==> src/sv/assert_macros.svh <==
// Assertion macros shared by the keypad scan tone PWM RTL.
`ifndef ASSERT_MACROS_SVH
`define ASSERT_MACROS_SVH
`ifndef SYNTHESIS
`define KPST_ASSERT(label, clk, rst_n, prop) \
	label: assert property (@(posedge clk) disable iff (!rst_n) prop) \
		else $error("%m: assertion failed");
`define KPST_NEVER(label, clk, rst_n, cond) \
	label: assert property (@(posedge clk) disable iff (!rst_n) !(cond)) \
		else $error("%m: forbidden condition seen");
`else
`define KPST_ASSERT(label, clk, rst_n, prop)
`define KPST_NEVER(label, clk, rst_n, cond)
`endif
`endif

==> src/sv/kpst_pkg.sv <==
// Package: widths, reset values, register indexes and tone ROM of the keypad tone block.
package kpst_pkg;

	localparam int PRESC_W   = 16;
	localparam int CNT_W     = 7;
	localparam int ROM_W     = 8;
	localparam int ROM_DIM   = 4;
	localparam int CFG_IDX_W = 2;

	localparam logic [PRESC_W-1:0] PRESC_RESET = 16'd39999;
	localparam logic [CNT_W-1:0]   DUTY_RESET  = 7'd50;
	localparam logic [CNT_W-1:0]   TOP_RESET   = 7'd99;

	localparam logic [CFG_IDX_W-1:0] REG_DUTY_COMPARE = 2'd0;
	localparam logic [CFG_IDX_W-1:0] REG_PERIOD_TOP   = 2'd1;

	// 4000000/(f*10), row-major, 0 = no tone
	localparam logic [ROM_W-1:0] TONE_ROM [16] = '{
		8'd152, 8'd136, 8'd121, 8'd0,
		8'd114, 8'd102, 8'd90,  8'd0,
		8'd80,  8'd76,  8'd0,   8'd0,
		8'd0,   8'd0,   8'd0,   8'd0
	};

	typedef struct packed {
		logic               adv;
		logic [PRESC_W-1:0] pending;
		logic [CNT_W-1:0]   top;
	} timer_ctl_t;

	function automatic logic [ROM_W-1:0] tone_lookup(input logic [1:0] r, input logic [1:0] c);
		return TONE_ROM[{r, c}];
	endfunction

endpackage

==> src/sv/kpst_timer.sv <==
// Prescaled PWM period timer with buffered prescaler reload.
`include "assert_macros.svh"

module kpst_timer (
	input  logic                           clk,
	input  logic                           arst_n,
	input  kpst_pkg::timer_ctl_t           ctl,
	output logic [kpst_pkg::CNT_W-1:0]     period_count
);

	logic [kpst_pkg::PRESC_W-1:0] presc_q;
	logic [kpst_pkg::PRESC_W-1:0] active_q;
	logic [kpst_pkg::CNT_W-1:0]   period_q;
	logic                         presc_wrap;
	logic                         period_wrap;

	assign presc_wrap  = presc_q >= active_q;
	assign period_wrap = period_q >= ctl.top;

	always_ff @(posedge clk or negedge arst_n) begin
		if (!arst_n) begin
			presc_q  <= '0;
			active_q <= kpst_pkg::PRESC_RESET;
			period_q <= '0;
		end else if (ctl.adv) begin
			if (presc_wrap) begin
				presc_q <= '0;
				if (period_wrap) begin
					period_q <= '0;
					active_q <= ctl.pending;
				end else begin
					period_q <= period_q + kpst_pkg::CNT_W'(1);
				end
			end else begin
				presc_q <= presc_q + kpst_pkg::PRESC_W'(1);
			end
		end
	end

	assign period_count = period_q;

	`KPST_ASSERT(a_presc_clears, clk, arst_n, ctl.adv && presc_wrap |=> presc_q == '0)
	`KPST_ASSERT(a_idle_holds, clk, arst_n, !ctl.adv |=> $stable(presc_q) && $stable(period_q))
	`KPST_ASSERT(a_reload_on_wrap, clk, arst_n, ctl.adv && presc_wrap && period_wrap |=> active_q == $past(ctl.pending))

endmodule

==> src/sv/keypad_scan_tone_pwm_core.sv <==
// Top level: keypad matrix scanner driving a prescaled PWM tone generator.
// Usage:
//   Input channel (in_valid/in_stall): one beat per timer tick, carrying
//   row_levels and sample_strobe. A beat with sample_strobe high samples the
//   current key and steps the scan, row-major over PAD_DIM x PAD_DIM keys.
//   Output channel (out_valid/out_stall): one beat per input beat, with
//   column_drive and buzzer_level as they stood before that tick's update.
//   Config channel (cfg_valid/cfg_ready): cfg_ready is always high; index 0
//   writes duty_compare, index 1 writes period_top, other indexes are ignored.
// Timing:
//   An output beat is valid in the cycle after its input beat. Throughput is
//   one beat per cycle while out_stall is low: all of a tick's work is one
//   pass from the state registers into the output register, and the next beat
//   is taken while the output register is read out in the same cycle.
// Stall: while out_stall holds a full output register, in_stall is high and
//   no tick is taken, so the timer and scan freeze.
// Reset: scan at key 0, tone silent, prescaler 39999, duty 50, period top 99.
`include "assert_macros.svh"

module keypad_scan_tone_pwm_core #(
	parameter int PAD_DIM = 4
) (
	input  logic                               clk,
	input  logic                               arst_n,
	input  logic                               in_valid,
	output logic                               in_stall,
	input  logic [3:0]                         row_levels,
	input  logic                               sample_strobe,
	output logic                               out_valid,
	input  logic                               out_stall,
	output logic [3:0]                         column_drive,
	output logic                               buzzer_level,
	input  logic                               cfg_valid,
	output logic                               cfg_ready,
	input  logic [kpst_pkg::CFG_IDX_W-1:0]     cfg_index,
	input  logic [kpst_pkg::CNT_W-1:0]         cfg_data
);

	localparam int IDX_W = (PAD_DIM > 1) ? $clog2(PAD_DIM) : 1;
	localparam logic [IDX_W-1:0] LAST_IDX = IDX_W'(PAD_DIM - 1);

	logic [kpst_pkg::CNT_W-1:0]   duty_q;
	logic [kpst_pkg::CNT_W-1:0]   top_q;
	logic [IDX_W-1:0]             row_q;
	logic [IDX_W-1:0]             col_q;
	logic                         pressed_q;
	logic [kpst_pkg::PRESC_W-1:0] pending_q;
	logic [kpst_pkg::CNT_W-1:0]   compare_q;
	logic [3:0]                   column_q;
	logic                         buzzer_q;
	logic                         out_valid_q;

	logic                         in_acc;
	logic [7:0]                   row_ext;
	logic [7:0]                   col_ext;
	logic                         row_in_rom;
	logic                         col_in_rom;
	logic                         hit;
	logic                         last_pos;
	logic [kpst_pkg::ROM_W-1:0]   rom_val;
	logic                         pressed_d;
	logic [kpst_pkg::PRESC_W-1:0] pending_d;
	logic [kpst_pkg::CNT_W-1:0]   compare_d;
	logic [3:0]                   column_now;
	logic                         buzzer_now;
	logic [kpst_pkg::CNT_W-1:0]   period_count;
	kpst_pkg::timer_ctl_t         tctl;

	assign cfg_ready = 1'b1;
	assign in_stall  = out_valid_q && out_stall;
	assign in_acc    = in_valid && !in_stall;

	always_ff @(posedge clk or negedge arst_n) begin
		if (!arst_n) begin
			duty_q <= kpst_pkg::DUTY_RESET;
			top_q  <= kpst_pkg::TOP_RESET;
		end else if (cfg_valid) begin
			case (cfg_index)
				kpst_pkg::REG_DUTY_COMPARE: duty_q <= cfg_data;
				kpst_pkg::REG_PERIOD_TOP:   top_q  <= cfg_data;
				default: ;
			endcase
		end
	end

	assign row_ext    = 8'(row_q);
	assign col_ext    = 8'(col_q);
	assign row_in_rom = row_ext < 8'(kpst_pkg::ROM_DIM);
	assign col_in_rom = col_ext < 8'(kpst_pkg::ROM_DIM);
	assign last_pos   = (row_q == LAST_IDX) && (col_q == LAST_IDX);
	assign hit        = sample_strobe && row_in_rom && row_levels[row_ext[1:0]];
	assign rom_val    = (row_in_rom && col_in_rom) ?
		kpst_pkg::tone_lookup(row_ext[1:0], col_ext[1:0]) : '0;

	always_comb begin
		pressed_d = pressed_q;
		pending_d = pending_q;
		compare_d = compare_q;
		if (hit) begin
			pressed_d = 1'b1;
			if (rom_val != '0) begin
				pending_d = kpst_pkg::PRESC_W'(rom_val);
				compare_d = duty_q;
			end else begin
				compare_d = '0;
			end
		end
		if (sample_strobe && last_pos) begin
			if (!pressed_d) begin
				compare_d = '0;
			end
			pressed_d = 1'b0;
		end
	end

	assign column_now = col_in_rom ? (4'b0001 << col_ext[1:0]) : 4'b0000;
	assign buzzer_now = period_count < compare_q;

	always_ff @(posedge clk or negedge arst_n) begin
		if (!arst_n) begin
			row_q     <= '0;
			col_q     <= '0;
			pressed_q <= 1'b0;
			pending_q <= kpst_pkg::PRESC_RESET;
			compare_q <= '0;
		end else if (in_acc) begin
			pressed_q <= pressed_d;
			pending_q <= pending_d;
			compare_q <= compare_d;
			if (sample_strobe) begin
				if (col_q == LAST_IDX) begin
					col_q <= '0;
					row_q <= last_pos ? '0 : row_q + IDX_W'(1);
				end else begin
					col_q <= col_q + IDX_W'(1);
				end
			end
		end
	end

	assign tctl.adv     = in_acc;
	assign tctl.pending = pending_d;
	assign tctl.top     = top_q;

	kpst_timer u_timer (
		.clk          (clk),
		.arst_n       (arst_n),
		.ctl          (tctl),
		.period_count (period_count)
	);

	always_ff @(posedge clk or negedge arst_n) begin
		if (!arst_n) begin
			out_valid_q <= 1'b0;
		end else if (in_acc) begin
			out_valid_q <= 1'b1;
		end else if (!out_stall) begin
			out_valid_q <= 1'b0;
		end
	end

	always_ff @(posedge clk) begin
		if (in_acc) begin
			column_q <= column_now;
			buzzer_q <= buzzer_now;
		end
	end

	assign out_valid    = out_valid_q;
	assign column_drive = column_q;
	assign buzzer_level = buzzer_q;

	`KPST_ASSERT(a_beat_lands, clk, arst_n, in_valid && !in_stall |=> out_valid)
	`KPST_ASSERT(a_col_onehot, clk, arst_n, out_valid |-> $onehot0(column_drive))
	`KPST_NEVER(a_pos_range, clk, arst_n, row_q > LAST_IDX || col_q > LAST_IDX)

endmodule
==> config.mk <==
export PLATFORM = sky130hd
export DESIGN_NAME = keypad_scan_tone_pwm_core
export DESIGN_NICKNAME = d
export VERILOG_FILES = /design/src/sv/kpst_pkg.sv /design/src/sv/kpst_timer.sv /design/src/sv/keypad_scan_tone_pwm_core.sv
export VERILOG_INCLUDE_DIRS = /design/src /design/src/sv
export SDC_FILE = /design/constraint.sdc
export NUM_CORES = 1
export LEC_CHECK = 0
export ABC_CLOCK_PERIOD_IN_PS = 6400
export BUFFER_PORTS_ARGS = -buffer_cell sky130_fd_sc_hd__buf_2
export CAP_MARGIN = 20
export CORE_MARGIN = 1
export CORE_UTILIZATION = 50
export DETAILED_ROUTE_END_ITERATION = 10
export PLACE_DENSITY = 0.64
export SLEW_MARGIN = 20
export SYNTH_ARGS = -nofsm -noshare
export SYNTH_HDL_FRONTEND = slang
export SYNTH_SLANG_ARGS = --single-unit
==> constraint.sdc <==
create_clock -name clk -period 6.4 [get_ports clk]
set_input_delay 1.28 -clock clk [delete_from_list [all_inputs] [get_ports clk]]
set_output_delay 1.28 -clock clk [all_outputs]
set_load 0.005 [all_outputs]
# Word-level counts from Yosys, hierarchy flattened
# Memories as Yosys holds them, arrays and structs flattened.
# Index checks and enable logic that the tools add are counted.
# totals
romBits	128
word_cells	66
out_inout_bits	8
latch_bits	0
register_bits	87
mem_bits_rw	0
mem_count	1
# memory_table
memory	words	width	read_ports	rd_clocked_by_memory_dff	write_ports	line	source
(name not given)	16	8	1	0	0	kpst_pkg.sv:32	return TONE_ROM[{r, c}];
# classes
n_bitwise	1
mul	0
shifts	1
magnitude_cmp	7
div	0
mux	19
n_reduce_logical	16
eq_ne	4
add_sub_neg	4
# ops
op	count
2-to-1 mux 16 bit	3
2-to-1 mux 7 bit	5
2-to-1 mux 8 bit	3
adder 16 x 1 -> 16 bit, second input constant	1
>= comparator 16 bit	1
< comparator 2 x 3 -> 1 bit, second input constant	3
AND reduction 2 bit	4
nonzero test 8 bit	1
adder 7 x 1 -> 7 bit, second input constant	1
>= comparator 7 bit	1
logical AND 1 bit	7
< comparator 7 bit	1
AND reduction 3 bit	2
>= comparator 5 bit, second input constant	1
2-to-1 mux 1 bit	5
inverter 4 -> 5 bit	1
adder 2 x 1 -> 2 bit, second input constant	2
== test 2 bit, second input constant	2
2-to-1 mux 2 bit	2
left shift 1 x 2 -> 4 bit, first input constant	1
binary-select mux 1 bit (select 2 bit)	1
== test 2 x 1 -> 1 bit, second input constant	1
zero test 2 bit	1
inequality test 2 x 1 -> 1 bit, second input constant	1
zero test 1 bit	1

# Logic depth before layout (Yosys ltp)
# logic_depth
ltp_word	10
ltp_mapped	10
ltp_nobuf	8

# Hierarchy
# Synthesis repeated with hierarchy kept, for this count alone.
# unflattened
hier_cells	418
area_unflattened_um2	4698.3
# modules_own_cells
module	cells_each	area_per_inst_um2	n_inst
keypad_scan_tone_pwm_core	201	2407.3	1
kpst_timer	217	2290.9	1

# Worst setup path after synthesis
# No wires, ideal clock.
# synth_path
kind	input to output
startpoint	in out_stall
endpoint	out in_stall
stages	2
t_required_ns	5.120
arrival_time_ns	1.405
path_slack_ns	3.715
path_buffers	0
path_cell_list	nand2_1 > inv_1
# synth_via
elab_chain_cells	1
# synth_lines
item	line	source
start: declaration	keypad_scan_tone_pwm_core.sv:30	input logic out_stall,
logical AND 1 bit	keypad_scan_tone_pwm_core.sv:70	assign in_stall = out_valid_q && out_stall;
end: declaration	keypad_scan_tone_pwm_core.sv:26	output logic in_stall,
# Every way passes these cells.

# Final worst setup path
# layout_path
startpoint	reg u_timer.active_q[15] in the netlist's numbering
endpoint	reg u_timer.active_q[7] in the netlist's numbering
# layout_via
elab_chain_cells	2
# layout_lines
item	line	source
start: declaration	kpst_timer.sv:12	logic [kpst_pkg::PRESC_W-1:0] active_q;
start signal: assignment	kpst_timer.sv:23	active_q <= kpst_pkg::PRESC_RESET;
start signal: assignment	kpst_timer.sv:30	active_q <= ctl.pending;
>= comparator 16 bit	kpst_timer.sv:17	assign presc_wrap = presc_q >= active_q;
AND reduction 3 bit (no line)	n/a	
# Every way passes these cells.
# A chain may end at the register's enable or synchronous reset.

==> results.toml <==
[global_route]
overflow = 0
grt_max_degree = 83
antenna_found_initial = 0
grt_pass1_vias = 3085
grt_usage_pct = 19.74
grt_pass1_wl_um = 15010

[cells_and_area]
nFillCells = 745
final_cells = 574
antennaDiodeCount = 0
nNetsFinal = 516
flow.area_growth_from_synthesis_pct = 8.515
fin_util_pct = 56.94
drive_gt1_share_pct = 20.82

[critical_path]
cp-start-kind = "register"
arrival_ns = 3.33
r2r_cells = 9
r2r_setup_slack_ns = 3.30
cp_slowest_cell = "dfstp_2"
rr_endpoint = "u_timer.active_q[7]"
endpoint_kind = "register"
crit_path_max_fanout = 20
crit_required_ns = 6.63
crit_type = "reg -> reg"
max_stage_delay_ns = 0.52
timing.rr.start = "u_timer.active_q[15]"
crit_path_cell_trace = "inv_1 -> ha_1 -> nand4_1 -> nor4_2 -> a22oi_2 -> a31oi_1 -> buf_4 -> nand2b_1 -> mux2_1"

[logic_synthesis]
yosysTopAreaCell = "dfrtp_1"
syn_inst = 436
seq_area_frac_synth_pct = 48.15
synth_ff_type = "dfrtp_1"
yosys.area.top_type_share_pct = 29.64
synth_most_common_cell = "dfrtp_1"
synth_area_leaders = "dfrtp_1 30%, dfstp_2 15%, ha_1 9.7%"
synth_edf_count = 5
syn_area_um2 = 4643
ys_async_sr_fraction_pct = 94.25
ys_ff_latch = 87
yosys-top-cells-count = "55 x dfrtp_1, 43 x inv_1, 40 x nand2_1"
yosys_warnings = 0
syn-num-nets = 491
avgSynthCellArea_um2 = 10.65
ys_types = 60

[sta]
relSlewSlack_pct = 33.53
fin_skew_ns = 0.01465
hold_viol = 0
fmax_mhz = 322.2
setup_violations = 0
finalSetupTns_ns = 0
slew_violations = 0
rsz0062_at_grt = "false"
period_needed_ns = 3.104
finalCritPeriodShare_pct = 48.50
tightest_slew_ns = 0.9949

[min_path]
holdPathEnd = "u_timer.active_q[12]"
min-delay-start = "pending_q[12]"
hold_depth = 2
hp-class = "reg -> reg"

[routing]
vias = 3183
viasPerCell = 5.545
drt_iter0_markers = 158
wl_per_cell_um = 15.17
drt.antenna.violating_nets = 0
routed_wl_um = 8709
drtPass1Iterations = 6
drc = 0

[clock_tree]
cts_root_buf = "clkbuf_8"
insertion_delay_ns = 0.35
htreeDepth = 3
postCtsSetupRepairBufs = 0
clk_path_buf_depth = 2
clk_pin_slew_ns = 0.08
cts_resized = 0
clock_sinks = 87
hold_buffers = 0
cts_made_buffers = 9
cts_tree = "built"

[die]
coreArea_um2 = 8848
die_h_um = 98.37
die_w_um = 98.37
row_count = 34
ios = 27
initial_utilization_pct = 52.47
die_area_um2 = 9676

[place]
port_buffers = 25
gp_congestion = 0.8857
dp.cells = 558
post-dp-hpwl_um = 6303

[status]
status = "finished, final reports clean"

[run]
cap_violations = 0

[power_and_ir_drop]
p_per_area_nw_per_um2 = 321.4
vdd_drop_max_v = 0.0002263
p_leak_nw = 2.372
cell usage in the layout, fill, tap and decap left out, types with 4 or more instances in the layout:
cell / instances
nand4_1: 5
mux2i_1: 14
a22o_1: 9
o21ai_0: 17
dfstp_2: 27
mux2_2: 17
nor2_1: 24
nor3_1: 5
dfrtp_1: 55
o22ai_1: 5
and2_1: 8
buf_2: 24
and3_1: 5
a21o_1: 4
nand3_1: 17
inv_1: 43
ha_1: 36
a21oi_1: 13
xnor2_1: 5
nand2b_1: 8
a21boi_0: 6
clkbuf_8: 11
nand2_1: 40
edfxtp_1: 5
power breakdown:
group	internal (mW)	total (mW)	switching (mW)
clock	0.202	0.392	0.190
sequential	0.683	0.792	0.108
combinational	0.199	0.435	0.237
routing by layer:
metal,wire [um],GRT usage [%],vias up
li1,-,-,1596
met1,4337,28.12,1522
met2,4028,30.01,52
met3,215,3.508,13
met4,128,7.807,0
met5,0,0,-
through the flow:
| step | setup WS [ns] | total power [mW] | hold slack [ns] | cell area (um2) |
|---|---|---|---|---|
| 2_1_floorplan | 3.715 | 1.111 | 0.4438 | 4643 |
| 3_3_place_gp | 3.151 | 1.212 | 0.4549 | 4825 |
| 3_5_place_dp | 3.055 | 1.231 | 0.4722 | 4825 |
| 4_1_cts | 3.270 | 1.624 | 0.4905 | 5026 |
| 5_1_grt | 3.119 | 1.736 | 0.5103 | 5039 |
| 6_report | 3.296 | 1.619 | 0.4842 | 5039 |
how the worst max path moves through the flow:
| stage | startpoint | end | slack, ns | depth (start not counted) |
|---|---|---|---|---|
| floorplan | out_stall | in_stall | 3.72 | 2 |
| global placement | out_stall | u_timer.active_q[7] | 3.15 | 7 |
| detailed placement | out_stall | u_timer.active_q[7] | 3.06 | 7 |
| CTS | u_timer.active_q[15] | u_timer.active_q[7] | 3.27 | 9 |
| global route | u_timer.active_q[15] | u_timer.active_q[7] | 3.12 | 9 |
| finish | u_timer.active_q[15] | u_timer.active_q[7] | 3.30 | 9 |
worst max-delay path, delay by kind of cell (launching register included):
kind / cells / cell delay, ns
AOI/OAI and AO/OA: 2 / 0.31
adders and majority gates: 1 / 0.34
buffers and inverters: 2 / 0.30
DFF: 1 / 0.52
muxes: 1 / 0.50
and+or+nand+nor: 3 / 1.01
area by class of cell:
class | instances | area, um2 | share of cell area (%)
Clock inverter | 3 | 42.54 | 0.8443
Inverter | 43 | 161.4 | 3.203
Clock buffer | 13 | 158.9 | 3.154
Timing Repair Buffer | 26 | 138.9 | 2.756
Sequential cell | 87 | 2236 | 44.38
Tap cell | 108 | 135.1 | 2.682
Multi-Input combinational cell | 294 | 2166 | 42.98
state kept, by name, summed over array words and instances, names as in the netlist:
| signal | cells |
|---|---|
| pending_q | 16 |
| buzzer_level | 1 |
| top_q | 7 |
| compare_q | 7 |
| column_drive | 4 |
| duty_q | 7 |
| out_valid | 1 |
| pressed_q | 1 |
| u_timer.period_count | 7 |
| u_timer.presc_q | 16 |
| row_q | 2 |
| col_q | 2 |
| u_timer.active_q | 16 |
kinds of logic (layout without fill, tap and decap cells):
family	count (synthesis)	in the layout	share of synthesized area (%)
AOI/OAI and AO/OA	89	89	13.74
adders and majority gates	36	36	9.701
other	1	1	0.08076
buffers and inverters	55	85	5.389
muxes	33	33	7.868
and+or+nand+nor	127	127	13.55
xor gates and xnor gates	8	8	1.509
DFF	87	87	48.15
No activity file was read; power rests on OpenSTA's default activity.
